`src/rtl/core/wtss_pkg.sv`:
```
`timescale 1ns / 1ps
// Shared constants, codes and types of the windowed Theil-Sen speed estimator.
// Used by every module of the block; depends on nothing.
package wtss_pkg;

  localparam int HALF_WIDTH = 2;
  localparam int WIN_LEN    = 2 * HALF_WIDTH + 1;
  localparam int MAX_PAIRS  = WIN_LEN * (WIN_LEN - 1) / 2;
  localparam int MIN_POINTS = 3;

  localparam int WIDX_W = $clog2(WIN_LEN);
  localparam int CNT_W  = $clog2(WIN_LEN + 1);
  localparam int SIDX_W = $clog2(MAX_PAIRS);
  localparam int PAIR_W = $clog2(MAX_PAIRS + 1);

  localparam int PROD_W  = 42;
  localparam int SLOPE_W = PROD_W + 1;
  localparam int ACC_W   = 66;

  localparam int FIFO_DEPTH = 2;
  localparam int FPTR_W     = $clog2(FIFO_DEPTH);
  localparam int FCNT_W     = $clog2(FIFO_DEPTH + 1);

  localparam logic [22:0] MM_PER_UDEG_Q16 = 23'd7287271;
  localparam logic signed [27:0] LAT_LIMIT = 28'sd90000000;
  localparam logic signed [28:0] LON_LIMIT = 29'sd180000000;
  localparam logic signed [30:0] HALF_TURN = 31'sd180000000;
  localparam logic signed [30:0] FULL_TURN = 31'sd360000000;
  localparam logic signed [30:0] TWO_TURNS = 31'sd720000000;

  localparam int FLAG_SEG = 0;
  localparam int FLAG_ALT = 1;
  localparam int FLAG_POS = 2;

  localparam int CFG_IDX_W = 3;
  localparam int CFG_DAT_W = 29;
  localparam logic [CFG_IDX_W-1:0] CFG_GPS_MODE = 3'd0;
  localparam logic [CFG_IDX_W-1:0] CFG_REF_LAT  = 3'd1;
  localparam logic [CFG_IDX_W-1:0] CFG_REF_LON  = 3'd2;
  localparam logic [CFG_IDX_W-1:0] CFG_COS_REF  = 3'd3;
  localparam logic [CFG_IDX_W-1:0] CFG_MAX_SPAN = 3'd4;

  typedef struct packed {
    logic               gps_mode;
    logic signed [27:0] ref_lat;
    logic signed [28:0] ref_lon;
    logic [16:0]        cos_ref;
    logic [15:0]        max_span;
  } cfg_t;

  typedef struct packed {
    logic [31:0]        time_ms;
    logic signed [31:0] alt;
    logic signed [31:0] east;
    logic signed [31:0] north;
    logic               seg_ok;
    logic               alt_ok;
    logic               pos_ok;
    logic               last;
  } sample_t;

endpackage

```
`src/rtl/core/wtss_fifo.sv`:
```
`timescale 1ns / 1ps
// Short queue of converted samples between the front and back ends.
// Depends on wtss_pkg.
module wtss_fifo import wtss_pkg::*; (
  input  logic    clk,
  input  logic    rst,
  input  logic    in_valid,
  output logic    in_ready,
  input  sample_t in_data,
  output logic    out_valid,
  input  logic    out_pop,
  output sample_t out_data
);

  sample_t           mem [FIFO_DEPTH];
  logic [FPTR_W-1:0] wp;
  logic [FPTR_W-1:0] rp;
  logic [FCNT_W-1:0] cnt;
  logic              push;
  logic              pop;

  assign in_ready  = (cnt != FCNT_W'(FIFO_DEPTH));
  assign out_valid = (cnt != '0);
  assign out_data  = mem[rp];
  assign push = in_valid && in_ready;
  assign pop  = out_pop && out_valid;

  always_ff @(posedge clk) begin
    if (push) mem[wp] <= in_data;
  end

  always_ff @(posedge clk) begin
    if (rst) begin
      wp  <= '0;
      rp  <= '0;
      cnt <= '0;
    end else begin
      if (push) wp <= wp + 1'b1;
      if (pop) rp <= rp + 1'b1;
      if (push && !pop) cnt <= cnt + 1'b1;
      else if (pop && !push) cnt <= cnt - 1'b1;
    end
  end

endmodule

```
`config.mk`:
```
export PLATFORM = sky130hd
export DESIGN_NAME = wtss_fifo
export DESIGN_NICKNAME = d
export VERILOG_FILES = /design/src/rtl/core/wtss_pkg.sv /design/src/rtl/core/wtss_fifo.sv
export SDC_FILE = /design/constraint.sdc
export NUM_CORES = 1
export LEC_CHECK = 0
export BUFFER_PORTS_ARGS = -buffer_cell sky130_fd_sc_hd__buf_2
export CAP_MARGIN = 20
export CELL_PAD_IN_SITES_DETAIL_PLACEMENT = 1
export CELL_PAD_IN_SITES_GLOBAL_PLACEMENT = 1
export CORE_MARGIN = 2
export CORE_UTILIZATION = 40
export CTS_BUF_LIST = sky130_fd_sc_hd__clkbuf_16
export DETAILED_ROUTE_END_ITERATION = 10
export PLACE_DENSITY = 0.75
export SLEW_MARGIN = 20
export SYNTH_ARGS = -nofsm -noshare
export SYNTH_HDL_FRONTEND = slang
export SYNTH_SLANG_ARGS = --single-unit
```
`constraint.sdc`:
```
create_clock -name clk -period 7.8 [get_ports clk]
set_input_delay 0.78 -clock clk [delete_from_list [all_inputs] [get_ports clk]]
set_output_delay 0.78 -clock clk [all_outputs]
set_load 0.03 [all_outputs]
```
=== Yosys cells after proc, flatten, opt, wreduce, memory -nomap -nowiden ===
Memories as Yosys holds them, arrays and structs flattened. A register that Yosys moved wholly into a read port is not among the register bits.
Cells that the tools add are included.

* Bits in registers: 4
* Bits in latches: 0
* Bits in writable memories: 264
* Memory bits (read-only): 0
* Input port bits: 136
* Output and inout bits: 134
* Word-level logic and storage cells: 23
* Memories kept: 1

* Add/subtract/negate cells: 4
* $mul: 0
* Div/mod/pow operators: 0
* Order comparisons: 0
* Eq/ne operators: 1
* Shift-type cells: 0
* Mux-type cells: 6
* Bitwise operators: 0
* Reductions and logical operators: 8

{| class="wikitable"
|+ Memories
! name !! depth !! bits a word !! read ports !! clocked after Yosys merged registers in !! wr ports !! RTL line !! RTL
|-
| mem || 2 || 132 || 1 || 1 || 1 || wtss_fifo.sv:15 || <nowiki>sample_t mem [FIFO_DEPTH];</nowiki>
|}

{| class="wikitable"
|+ Operator list
! kind !! number
|-
| 1-bit logical AND || 4
|-
| 1-bit two-way mux || 4
|-
| 2-bit two-way mux || 2
|-
| 2-bit nonzero test || 2
|-
| 1-bit adder, second input constant || 2
|-
| 2-bit by 1-bit adder with 2-bit output, second input constant || 1
|-
| 1-bit logical NOT || 2
|-
| 2-bit inequality test, second input constant || 1
|-
| 2-bit by 1-bit subtractor with 2-bit output, second input constant || 1
|}

=== Logic depth before layout (Yosys ltp) ===
* Word-level depth: 6
* Gate-level depth with buffers: 6
* Gate-level depth less buffers: 6

=== Worst setup path after synthesis ===
OpenSTA, ideal clock, no wires.

* Path type: reg2reg
* Start: register cnt[0]
* End: memory mem[1][0] (netlist name), enable pin
* Library setup time: 0.508 ns
* Data arrival time: 3.901 ns
* Slack: 3.392 ns
* Stages on the path, launching flop included: 3
* Period minus slack after synthesis: 4.408 ns
* Cell sequence: dfxtp_1 > nand2b_1 > and3_1

* Word-level cells in the longest chain between the ends: 4

{| class="wikitable"
|+ Ends and longest elaborated chain
! what !! RTL line !! RTL
|-
| start: declaration || wtss_fifo.sv:18 || <nowiki>logic [FCNT_W-1:0] cnt;</nowiki>
|-
| start signal: assignment || wtss_fifo.sv:40 || <nowiki>if (push && !pop) cnt <= cnt + 1'b1;</nowiki>
|-
| start signal: assignment || wtss_fifo.sv:41 || <nowiki>else if (pop && !push) cnt <= cnt - 1'b1;</nowiki>
|-
| 2-bit inequality test || wtss_fifo.sv:22 || <nowiki>assign in_ready = (cnt != FCNT_W'(FIFO_DEPTH));</nowiki>
|-
| via in_ready || wtss_fifo.sv:8 || <nowiki>output logic in_ready,</nowiki>
|-
| 1-bit logical AND || wtss_fifo.sv:25 || <nowiki>assign push = in_valid && in_ready;</nowiki>
|-
| 1-bit two-way mux || wtss_fifo.sv:29 || <nowiki>if (push) mem[wp] <= in_data;</nowiki>
|-
| 1-bit two-way mux (implied by the code) || wtss_fifo.sv:29 ||
|-
| end: declaration || wtss_fifo.sv:15 ||
|}

The timed path passes the listed nets, and every way through them passes these cells.

==> results.txt <==
Post-synthesis async set-or-reset flop share - 0%
Reg2Reg Depth - 4
Post-Syn Instances - 435
Worst-path maximum fanout - 60
Clock sinks - 269
Final core utilization - 50.4%
Max Clock Freq - 0.258 GHz
Worst Path Arrival - 3.09 ns
Max Transition Viols Final - 0
PortBufs - 269
# resized after CTS - 0
Post-synthesis sequential area ratio - 79.7%
HP Class - input pin to flip-flop
Synthesized flop and latch total - 269
R2R setup slack - 4.82 ns
Crit Path Class - flip-flop to output port
Initial Util - 40.4%
Worst path required time - 7.02 ns
Most used flip-flop cell after synthesis - edfxtp_1
Clock slew at reported path FFs - 0.06 ns
Postcts setup bufs - 0
DR vias/cell - 4.68
Clk Tree Root Cell - clkbuf_16
CP Capture Type - output port
Worst skew pair latency - 0.52 ns
TritonRoute pass-1 iters - 4
Synth Cell Area - 10100 um^2
Hold path cells - 1
GRT overflow - 0
CORE AREA - 25000 um^2
H-tree depth - 1
Die width - 163 um
Outcome - finished clean
Layout Nets - 861
Antenna-violating nets left - 0
Tightest Pin Transition - 1.05 ns
Vias in the first global route - 5493
Mapped Nets - 572
CTS tree - done
Hold Path Sink - mem[0][7]
Final setup fails - 0
Final wirelength - 20.3 mm
Largest net degree at the start of global routing - 88
Final Hold Viols - 0
Tmin final - 3.87 ns
Worst VDD drop - 0.213 mV
Via count - 5016
Skew final - 0.0113 ns
Layout cells sized above 1 - 60.2%
Deepest clock path buffer count - 3
CP Launch Type - flip-flop
Post-synthesis cell type with the largest combined area - edfxtp_1
Design area - 12600 um^2
Leakage - 4.83 nW
Num rows - 58
P&R area growth vs syn - 24.9%
Initial antenna violation count - 6
Syn avg cell area - 23.2 um^2
Placed Area - 11700 um^2
Io pins - 270
Period Utilization, post-route - 49.6%
Power, Total - 4.41 mW
Worst R2R Start - cnt[0]
Count of flip-flops with a built-in enable after synthesis - 264
Global-route wire length before repair - 30.4 mm
Unrepaired setup endpoints after global routing - false
GRT Util Overall - 14.8%
CTS Hold Bufs - 0
Most instantiated cells after synthesis - 264 x edfxtp_1, 80 x mux2_4, 52 x mux2_2, 9 x buf_6
Synth area leaders - edfxtp_1 79%, mux2_4 12%, mux2_2 5.8%, buf_6 1.0%, dfxtp_1 0.99%
Die height - 163 um
Routed len/inst - 18.9 um
Initial DRC Count - 223
Placed wire-length estimate - 13.9 mm
Fin Setup TNS - 0 ns
DIE AREA - 26500 um^2
Max_cap viols - 0
CTS Buf Count - 28
Worst r2r dst - mem[1][95]
Rel. slew slack - 30.0%
Yosys top cell area share - 78.7%
Worst hold path startpoint - in_data[7]
Ys Warns - 0
Power per cell area - 350 nW/um^2
GP Congestion - 0.735
Top-count cell post-synth - edfxtp_1
Synth unique cells - 20
Fillers - 2361
Remaining DRCs - 0
## how the worst max path moves through the flow
| stage | start | end | slack, ns | cells past startpoint |
|---|---|---|---|---|
| final | flip-flop | out_data[18] | 3.93 | 4 |
| after global routing | flip-flop | out_data[18] | 3.77 | 4 |
| after CTS | flip-flop | out_data[18] | 3.61 | 3 |
| after detailed placement | flip-flop | out_data[18] | 4.20 | 3 |
| after global placement | flip-flop | out_data[111] | 4.32 | 3 |
| after floorplan | cnt[0] | mem[1][0] | 3.39 | 2 |
## cell usage in the layout, fill, tap and decap left out, types with 2 or more instances in the layout
cell	count
a21oi_1	2
buf_2	269
buf_4	4
mux2_4	80
mux2_2	52
diode_2	4
xor2_1	3
clkinv_2	2
dfxtp_1	4
clkbuf_16	29
nor2_1	3
clkinv_1	6
o21ai_0	2
inv_1	4
edfxtp_1	264
## flip-flops by register name, summed over array words and instances (netlist names), named ones only
name,flops
rp,1
cnt,2
wp,1
mem,264
## metal layers
layer / global-route usage [%] / wire [um] / vias up
met1: 17.4 / 7870 / 2461
met4: 4.87 / 447 / 6
li1: - / - / 2307
met3: 4.71 / 1600 / 40
met2: 25.8 / 10300 / 202
met5: 0 / 44 / -
## metrics by stage
| stage | worst slack (ns) | instances | hold WS, ns |
|---|---|---|---|
| after floorplan | 3.39 | 435 | 0.471 |
| final | 3.93 | 1071 | 0.445 |
| after global placement | 4.32 | 1023 | 0.489 |
| after detailed placement | 4.20 | 1023 | 0.533 |
| after CTS | 3.61 | 1066 | 0.414 |
| after global routing | 3.77 | 1069 | 0.421 |
## cell families after synthesis
family / after synthesis / share of synthesized area [%]
DFF: 269 / 79.7
muxes: 132 / 17.7
buffers and inverters: 16 / 1.44
and+or+nand+nor: 9 / 0.497
AOI/OAI and AO/OA: 5 / 0.298
xor gates and xnor gates: 3 / 0.261
adders and majority gates: 1 / 0.124
## final cells by class
class	instances	area (um^2)	area share [%]
Clock buffer	29	726	5.76
Multi-Input combinational cell	150	1910	15.2
Sequential cell	269	8030	63.8
Inverter	1	8.76	0.0696
Timing Repair Buffer	274	1400	11.2
Tap cell	330	413	3.28
Antenna cell	4	10.0	0.0795
Clock inverter	14	85.1	0.676
## power breakdown
group	leakage, nW	internal [mW]	switching (mW)
combinational	1.91	0.508	0.841
sequential	2.51	1.81	0.0721
clock	0.410	0.691	0.486
## worst max-delay path, cell delays in order (launching register included)
cell     delay, ns
dfxtp_4       0.64
buf_16        0.31
buf_4         0.84
mux2_2        0.44
buf_2         0.18
No activity file was read; power rests on OpenSTA's default activity.
