## src/rtl/core/wtss_pkg.sv

```systemverilog
`timescale 1ns / 1ps
// Shared constants, codes and types of the windowed Theil-Sen speed estimator.
// Used by every module of the block; depends on nothing.
package wtss_pkg;

  localparam int HALF_WIDTH = 2;
  localparam int WIN_LEN    = 2 * HALF_WIDTH + 1;
  localparam int MAX_PAIRS  = WIN_LEN * (WIN_LEN - 1) / 2;
  localparam int MIN_POINTS = 3;

  localparam int WIDX_W = $clog2(WIN_LEN);
  localparam int CNT_W  = $clog2(WIN_LEN + 1);
  localparam int SIDX_W = $clog2(MAX_PAIRS);
  localparam int PAIR_W = $clog2(MAX_PAIRS + 1);

  localparam int PROD_W  = 42;
  localparam int SLOPE_W = PROD_W + 1;
  localparam int ACC_W   = 66;

  localparam int FIFO_DEPTH = 2;
  localparam int FPTR_W     = $clog2(FIFO_DEPTH);
  localparam int FCNT_W     = $clog2(FIFO_DEPTH + 1);

  localparam logic [22:0] MM_PER_UDEG_Q16 = 23'd7287271;
  localparam logic signed [27:0] LAT_LIMIT = 28'sd90000000;
  localparam logic signed [28:0] LON_LIMIT = 29'sd180000000;
  localparam logic signed [30:0] HALF_TURN = 31'sd180000000;
  localparam logic signed [30:0] FULL_TURN = 31'sd360000000;
  localparam logic signed [30:0] TWO_TURNS = 31'sd720000000;

  localparam int FLAG_SEG = 0;
  localparam int FLAG_ALT = 1;
  localparam int FLAG_POS = 2;

  localparam int CFG_IDX_W = 3;
  localparam int CFG_DAT_W = 29;
  localparam logic [CFG_IDX_W-1:0] CFG_GPS_MODE = 3'd0;
  localparam logic [CFG_IDX_W-1:0] CFG_REF_LAT  = 3'd1;
  localparam logic [CFG_IDX_W-1:0] CFG_REF_LON  = 3'd2;
  localparam logic [CFG_IDX_W-1:0] CFG_COS_REF  = 3'd3;
  localparam logic [CFG_IDX_W-1:0] CFG_MAX_SPAN = 3'd4;

  typedef struct packed {
    logic               gps_mode;
    logic signed [27:0] ref_lat;
    logic signed [28:0] ref_lon;
    logic [16:0]        cos_ref;
    logic [15:0]        max_span;
  } cfg_t;

  typedef struct packed {
    logic [31:0]        time_ms;
    logic signed [31:0] alt;
    logic signed [31:0] east;
    logic signed [31:0] north;
    logic               seg_ok;
    logic               alt_ok;
    logic               pos_ok;
    logic               last;
  } sample_t;

endpackage

```

## src/rtl/core/wtss_front.sv

```systemverilog
`timescale 1ns / 1ps
// Front end: takes one sample, checks the position and converts it to east and
// north millimetres with one shared multiplier. Depends on wtss_pkg.
module wtss_front import wtss_pkg::*; (
  input  logic        clk,
  input  logic        rst,
  input  cfg_t        cfg,
  input  logic        s_tvalid,
  output logic        s_tready,
  input  logic [127:0] s_tdata,  // time_ms, altitude_mm, lat_udeg, lon_udeg, zero fill
  input  logic [2:0]  s_tuser,   // seg_ok, alt_ok, coord_ok
  input  logic        s_tlast,
  output logic        f_valid,
  input  logic        f_ready,
  output sample_t     f_data
);

  localparam logic [3:0] F_IDLE = 4'd0;
  localparam logic [3:0] F_WRAP = 4'd1;
  localparam logic [3:0] F_M1   = 4'd2;
  localparam logic [3:0] F_R1   = 4'd3;
  localparam logic [3:0] F_M2   = 4'd4;
  localparam logic [3:0] F_R2   = 4'd5;
  localparam logic [3:0] F_M3   = 4'd6;
  localparam logic [3:0] F_R3   = 4'd7;
  localparam logic [3:0] F_PUSH = 4'd8;

  logic [3:0]         state;
  logic [31:0]        time_ms;
  logic signed [31:0] alt;
  logic               seg_ok;
  logic               alt_ok;
  logic               pos_ok;
  logic               last;
  logic signed [29:0] lon_d;
  logic signed [28:0] lat_d;
  logic [27:0]        lon_mag;
  logic               lon_neg;
  logic [28:0]        lat_mag;
  logic               lat_neg;
  logic [34:0]        e_mag;
  logic [57:0]        prod;
  logic signed [31:0] east;
  logic signed [31:0] north;

  logic signed [27:0] in_lat;
  logic signed [28:0] in_lon;
  logic               in_pos_ok;
  logic signed [30:0] d;
  logic signed [30:0] rr;
  logic signed [30:0] w;
  logic               q_odd;
  logic [34:0]        mul_a;
  logic [22:0]        mul_b;
  logic [57:0]        prod_rnd;
  logic [41:0]        rnd;

  function automatic logic [31:0] sat32(input logic neg, input logic [41:0] mag);
    logic [31:0] res;
    if (neg) begin
      if (mag >= 42'h0_8000_0000) res = 32'h8000_0000;
      else res = 32'd0 - mag[31:0];
    end else begin
      if (mag > 42'h0_7FFF_FFFF) res = 32'h7FFF_FFFF;
      else res = mag[31:0];
    end
    return res;
  endfunction

  assign in_lat = s_tdata[91:64];
  assign in_lon = s_tdata[120:92];
  assign in_pos_ok = s_tuser[2] && (in_lat <= LAT_LIMIT) && (in_lat >= -LAT_LIMIT) &&
                     (in_lon <= LON_LIMIT) && (in_lon >= -LON_LIMIT) &&
                     !((in_lat == 28'sd0) && (in_lon == 29'sd0));

  always_comb begin
    d = 31'(lon_d);
    if (d < -FULL_TURN) begin
      rr = d + TWO_TURNS;
      q_odd = 1'b0;
    end else if (d < 31'sd0) begin
      rr = d + FULL_TURN;
      q_odd = 1'b1;
    end else if (d < FULL_TURN) begin
      rr = d;
      q_odd = 1'b0;
    end else begin
      rr = d - FULL_TURN;
      q_odd = 1'b1;
    end
    if (rr > HALF_TURN) w = rr - FULL_TURN;
    else if ((rr == HALF_TURN) && q_odd) w = -HALF_TURN;
    else w = rr;
  end

  always_comb begin
    case (state)
      F_M1: begin
        mul_a = 35'(lon_mag);
        mul_b = MM_PER_UDEG_Q16;
      end
      F_M2: begin
        mul_a = e_mag;
        mul_b = 23'(cfg.cos_ref);
      end
      default: begin
        mul_a = 35'(lat_mag);
        mul_b = MM_PER_UDEG_Q16;
      end
    endcase
  end

  assign prod_rnd = prod + 58'd32768;
  assign rnd = prod_rnd[57:16];

  assign s_tready = (state == F_IDLE);
  assign f_valid = (state == F_PUSH);
  assign f_data = '{time_ms: time_ms, alt: alt, east: pos_ok ? east : 32'sd0,
                    north: pos_ok ? north : 32'sd0, seg_ok: seg_ok, alt_ok: alt_ok,
                    pos_ok: pos_ok, last: last};

  always_ff @(posedge clk) begin
    if (rst) begin
      state <= F_IDLE;
    end else begin
      prod <= mul_a * mul_b;
      case (state)
        F_IDLE: begin
          if (s_tvalid) begin
            time_ms <= s_tdata[31:0];
            alt     <= s_tdata[63:32];
            seg_ok  <= s_tuser[0];
            alt_ok  <= s_tuser[1];
            last    <= s_tlast;
            pos_ok  <= in_pos_ok;
            lon_d   <= 30'(in_lon) - 30'(cfg.ref_lon);
            lat_d   <= 29'(in_lat) - 29'(cfg.ref_lat);
            state   <= F_WRAP;
          end
        end
        F_WRAP: begin
          lon_neg <= w < 31'sd0;
          lon_mag <= w < 31'sd0 ? 28'(-w) : 28'(w);
          lat_neg <= lat_d < 29'sd0;
          lat_mag <= lat_d < 29'sd0 ? 29'(-lat_d) : 29'(lat_d);
          state   <= F_M1;
        end
        F_M1: state <= F_R1;
        F_R1: begin
          e_mag <= rnd[34:0];
          state <= F_M2;
        end
        F_M2: state <= F_R2;
        F_R2: begin
          east  <= sat32(lon_neg, rnd);
          state <= F_M3;
        end
        F_M3: state <= F_R3;
        F_R3: begin
          north <= sat32(lat_neg, rnd);
          state <= F_PUSH;
        end
        F_PUSH: begin
          if (f_ready) state <= F_IDLE;
        end
        default: state <= F_IDLE;
      endcase
    end
  end

endmodule

```

## config.mk

```make
export PLATFORM = sky130hd
export DESIGN_NAME = wtss_front
export DESIGN_NICKNAME = d
export VERILOG_FILES = /design/src/rtl/core/wtss_pkg.sv /design/src/rtl/core/wtss_front.sv
export SDC_FILE = /design/constraint.sdc
export NUM_CORES = 2
export LEC_CHECK = 0
export BUFFER_PORTS_ARGS = -buffer_cell sky130_fd_sc_hd__buf_2
export CAP_MARGIN = 20
export CORE_ASPECT_RATIO = 0.5
export CORE_UTILIZATION = 50
export DETAILED_ROUTE_END_ITERATION = 7
export PLACE_DENSITY = 0.69
export SLEW_MARGIN = 20
export SYNTH_ARGS = -nofsm -noshare
export SYNTH_HDL_FRONTEND = slang
export SYNTH_SLANG_ARGS = --single-unit
```

## constraint.sdc

```tcl
create_clock -name clk -period 26.3 [get_ports clk]
set_clock_uncertainty 0.1 [all_clocks]
set_input_delay 1.315 -clock clk [delete_from_list [all_inputs] [get_ports clk]]
set_output_delay 1.315 -clock clk [all_outputs]
set_load 0.01 [all_outputs]
```

* Yosys cells after proc, flatten, opt, wreduce, memory -nomap -nowiden
Cells that the tools add are included.
** Storage, ports and cells
- Flip-flop bits (word level) :: 347
- Bits in latches :: 0
- Bits in writable memories :: 0
- Memory bits (read-only) :: 0
- Memories kept :: 0
** Operators by class
- Add/sub/neg operators :: 10
- Multipliers :: 1
- Div/mod/pow operators :: 0
- Order comparisons :: 12
- Equal/unequal tests :: 11
- Shift operators :: 0
- Multiplexer cells :: 21
- Bitwise gates (word level) :: 1
- Reduce and logical (&&, ||, !) cells :: 17
** Operator list (count)
- $mux 32 :: 6
- $mux 31 :: 5
- $pmux 35 s2 :: 1
- $lt 30x30->1 const B :: 2
- $add 58x16->58 const B :: 1
- $mul 35x23->58 :: 1
- $ge 42x32->1 const B :: 1
- $gt 42x31->1 const B :: 1
- $pmux 4 s9 :: 1
- $sub 1x32->32 const A :: 1
- $add 30x30->31 const B :: 1
- $add 30x31->31 const B :: 1
- $eq 31x29->1 const B :: 1
- $gt 31x29->1 const B :: 1
- $lt 31x1->1 const B :: 1
- $sub 30x30->31 const B :: 1
- $sub 31x30->31 const B :: 1
- $lt 30x1->1 const B :: 1
- $sub 29x29->30 :: 1
- $ge 29x29->1 const B :: 1
- $le 29x29->1 const B :: 1
- $logic_not 29->1 :: 1
- $lt 29x1->1 const B :: 1
- $mux 29 :: 1
- other kinds (22) :: 39

* Logic depth before layout (Yosys ltp)
- Word-level depth :: 10
- Gate-level depth with buffers :: 39
- Mapped depth without buffers :: 34

* Worst setup path before layout
No wires, ideal clock.
- Path type :: flip-flop to flip-flop
- Start :: register state[3]
- End :: register prod[52] (data pin)
- Setup time :: 0.258 ns
- Arrival time :: 9.182 ns
- Required time :: 25.942 ns
- Slack :: 16.760 ns
- Stages on the path, launching flop included :: 37
- Buffers on the path :: 4
- Period minus slack after synthesis :: 9.540 ns
- Cell sequence :: dfxtp_1 -> clkbuf_1 -> nand2b_1 -> nor3_1 -> nor2_1 -> clkbuf_1 -> clkbuf_1 -> a22o_1 -> clkbuf_1 -> a21oi_1 -> nor2_1 -> fa_1 -> inv_1 -> fa_1 -> inv_1 -> fa_1 -> fa_1 -> fa_1 -> fa_1 -> inv_1 -> fa_1 -> inv_1 -> ha_1 -> a21o_1 -> a21o_1 -> a21o_1 -> a21oi_1 -> o21ai_0 -> a21o_1 -> a31o_2 -> a221o_1 -> a41oi_1 -> a21oi_1 -> a41o_1 -> a2111oi_0 -> or3_1 -> xnor2_1
** On the way
- Cells in the longest elaborated chain, start to end :: 3
- Elaborated cells on any way between the ends :: 5
** RTL lines
- start: declaration :: line wtss_front.sv:28 : logic [3:0] state;
- start signal: assignment :: line wtss_front.sv:124 : state <= F_IDLE;
- start signal: assignment :: line wtss_front.sv:138 : state <= F_WRAP;
- start signal: assignment :: line wtss_front.sv:146 : state <= F_M1;
- $eq 4x3->1 / $eq 4x2->1 (equally long branches) :: line wtss_front.sv:97 : case (state)
- $pmux 35 s2 / $mux 23 (equally long branches) :: line wtss_front.sv:97
- $mul 35x23->58 * :: line wtss_front.sv:126 : prod <= mul_a * mul_b;
- end signal: assignment :: line wtss_front.sv:126
- end: declaration :: line wtss_front.sv:42 : logic [57:0] prod;
Mark *: on every way between the ends. The rest lies on a longest branch, timed or not.
A chain may end at the register's enable or synchronous reset.

* Worst setup path after layout
- Start :: register state[2]
- End :: register prod[52] (data pin)
The elaborated chain is that of the path after synthesis.

==> impl_metrics.py <==
metrics = {
    "hold_path": {
        "timing.hold.worst.class": "flip-flop to flip-flop",
    },
    "yosys": {
        "syn_inst": 4712,
        "synth_area_leader_cell": "sky130_fd_sc_hd__fa_1",
        "post_synth_main_area_contributors": "sky130_fd_sc_hd__fa_1 29%, sky130_fd_sc_hd__edfxtp_1 23%, sky130_fd_sc_hd__ha_1 8.1%",
        "syn_area_sq_um": 43700,
        "async_reset_ff_share_pct": 0,
        "synth_ff_type": "sky130_fd_sc_hd__edfxtp_1",
        "syn_avg_cell_area_sq_um": 9.27,
        "ys_warn_count": 0,
        "synth-seq-cells": 332,
        "number_of_flops_mapped_to_enable_cells_by_yosys": 328,
        "yosysTopAreaCellShare_pct": 29.3,
        "ys_seq_area_share_pct": 22.7,
        "netlist-cell-type-count": 100,
    },
    "timing": {
        "share_of_the_clock_period_used_by_the_worst_path_after_layout_pct": 42.1,
        "timing.setup.tns_ps": 0,
        "timing.final.hold_violations": 0,
        "final_max_slew_viols": 0,
        "timing_worst_slew_pin_value_ps": 1060,
        "finalSetupViolCount": 0,
        "rsz0062_at_grt": "no",
        "max_freq_mhz": 90.3,
        "holdWs_ps": 410,
        "worst_slew_slack_as_a_fraction_of_its_limit_pct": 27.3,
        "period_needed_ps": 11070,
    },
    "global_route": {
        "grt_start_max_net_pins": 118,
        "grt_util_all_layers_pct": 29.4,
        "global_route_wire_length_before_repair_um": 200000,
        "overflow": 0,
        "via_count_of_the_first_global_routing_pass": 35164,
        "number_of_antenna_violations_at_the_first_check_in_global_routing": 1,
    },
    "routing": {
        "detail-route-antenna-nets": 0,
        "drcViolationCount": 0,
        "routed_wire_length_per_instance_um": 20.7,
        "drt_iter0_drc": 3021,
        "final_routed_wirelength_um": 127000,
        "drt-vias-per-instance": 5.63,
        "dr.pass1.iters": 6,
        "detailroute.via_count": 34548,
    },
    "critical_path": {
        "worstPathRequired_ps": 26490,
        "crit_path_frequent_cell": "sky130_fd_sc_hd__fa_1",
        "worst-setup-path-type": "flip-flop to flip-flop",
        "rrSetupSlack_ps": 15230,
        "endpoint_kind": "flip-flop",
        "timing.critical_path.slowest_stage_cell": "sky130_fd_sc_hd__a21oi_1",
        "setup.worst_path.start_class": "flip-flop",
        "cp_arrival_ps": 11260,
        "worst_path_largest_cell_delay_ps": 870,
        "path_max_fanout": 117,
    },
    "clock_tree": {
        "cts-resized-gates": 0,
        "clockRootBuffer": "sky130_fd_sc_hd__clkbuf_16",
        "htree_levels": 2,
        "clk_pin_slew_worst_paths_ps": 60,
        "sinks_on_clock_net": 332,
        "cts_max_path_buffers": 3,
        "worstSkewPairLatency_ps": 560,
        "tritoncts": "yes",
        "post_cts.repair.setup_buffers": 0,
        "cts_inserted_buffers": 36,
        "ctsHoldBuffers": 0,
    },
    "finish": {
        "mostFrequentLayoutCells": "802 x sky130_fd_sc_hd__inv_1, 639 x sky130_fd_sc_hd__fa_1, 526 x sky130_fd_sc_hd__nand2_1, 479 x sky130_fd_sc_hd__nor2_1, 336 x sky130_fd_sc_hd__buf_2",
        "synthToLayoutAreaGrowth_pct": 9.16,
        "layoutNonFillerInstCount": 6140,
        "seqCellArea_sq_um": 9930,
        "final_core_utilization_pct": 55.3,
        "fillers": 7833,
        "design.final.nets": 6095,
        "multi_input_gate_area_in_the_final_layout_sq_um": 30000,
        "mostFrequentLayoutCell": "sky130_fd_sc_hd__inv_1",
        "layout-drive-gt1-share_pct": 10.5,
    },
    "die": {
        "initial_core_util_pct": 50.6,
        "core_area_sq_um": 86200,
        "chipWidth_um": 420,
        "pin_count": 361,
        "die_height_um": 211,
        "floorplan.die_area_sq_um": 88600,
        "rows": 76,
    },
    "placement": {
        "place.gp.congestion": 0.950,
        "dp.final_hpwl_um": 102000,
        "placed_cells_incl_taps": 6077,
        "placement.io_buffers": 336,
    },
    "job": {
        "cap_violations": 0,
    },
    "status": {
        "run_status": "completed",
    },
}
## critical path: cells and delay by family, from the launching register on
family,cells,cell delay (ps)
DFF,1,600
and+or+nand+nor,5,1070
AOI/OAI and AO/OA,14,4290
adders and majority gates,8,4000
buffers and inverters,5,590
xor gates and xnor gates,1,70
## metrics by stage
| stage | setup WS [ps] | area (sq um) |
|---|---|---|
| 2_1_floorplan | 16760 | 43800 |
| 3_3_place_gp | 15520 | 46500 |
| 3_5_place_dp | 15380 | 46500 |
| 4_1_cts | 15330 | 47700 |
| 5_1_grt | 14690 | 47700 |
| 6_report | 15230 | 47700 |
## cells by family after synthesis
family / after synthesis / share of synthesized area, %
flops: 332 / 22.7
mux: 13 / 0.315
simple gates: 1557 / 16.7
fa+ha+maj: 923 / 37.4
compound gates: 676 / 10.2
buf+inv: 1028 / 8.97
xor+xnor: 181 / 3.66
other cells: 2 / 0.0172
## metal layers
metal | GRT usage, % | share of wire [%] | vias to the layer above
met3 | 6.31 | 9.2 | 200
met4 | 8.19 | 2.8 | 0
met5 | 0 | 0 | -
met1 | 41.6 | 43 | 17158
li1 | - | - | 15723
met2 | 45.5 | 45 | 1467
## cells in the mapped netlist (all sizes together), types with 15 or more instances
| master | instances |
|---|---|
| fa | 639 |
| nor4 | 32 |
| ha | 284 |
| or2 | 31 |
| buf | 31 |
| o31ai | 26 |
| o22ai | 40 |
| nand2 | 526 |
| nand2b | 23 |
| inv | 803 |
| o21a | 33 |
| nor3 | 86 |
| and2 | 132 |
| edfxtp | 328 |
| o21ai | 110 |
| and3 | 57 |
| a21o | 42 |
| or4 | 15 |
| nand4 | 33 |
| xnor2 | 134 |
| nor2b | 31 |
| a21oi | 213 |
| a211oi | 25 |
| xor2 | 47 |
| a22oi | 25 |
| nand3 | 45 |
| o211ai | 16 |
| clkbuf | 192 |
| or3 | 21 |
| nor2 | 483 |
## flip-flops by register name, summed over array words and instances (netlist names)
| register | count |
|---|---|
| alt | 32 |
| alt_ok | 1 |
| e_mag | 35 |
| east | 32 |
| last | 1 |
| lat_d | 29 |
| lat_mag | 29 |
| lat_neg | 1 |
| lon_d | 30 |
| lon_mag | 28 |
| lon_neg | 1 |
| north | 32 |
| pos_ok | 1 |
| prod | 43 |
| seg_ok | 1 |
| state | 4 |
| time_ms | 32 |
## path summary, 6_finish.rpt
check,from,to,depth (start not counted)
min reg2reg,lat_d[0],lat_mag[0],0
max,state[2],prod[52],33
min,lat_d[0],lat_mag[0],0
max reg2reg,state[2],prod[52],33
## area by class of cell
type,count,area share [%]
antenna,1,0.00525
clock buffer,41,1.93
clock inverter,21,0.541
inverter,805,6.34
multi-input combinational,3381,62.9
sequential,332,20.8
tap,1170,3.07
timing repair buffer,389,4.39
Power is not shown: default switching activity piles up to over one toggle a cycle in this logic, so the estimate is an artifact.
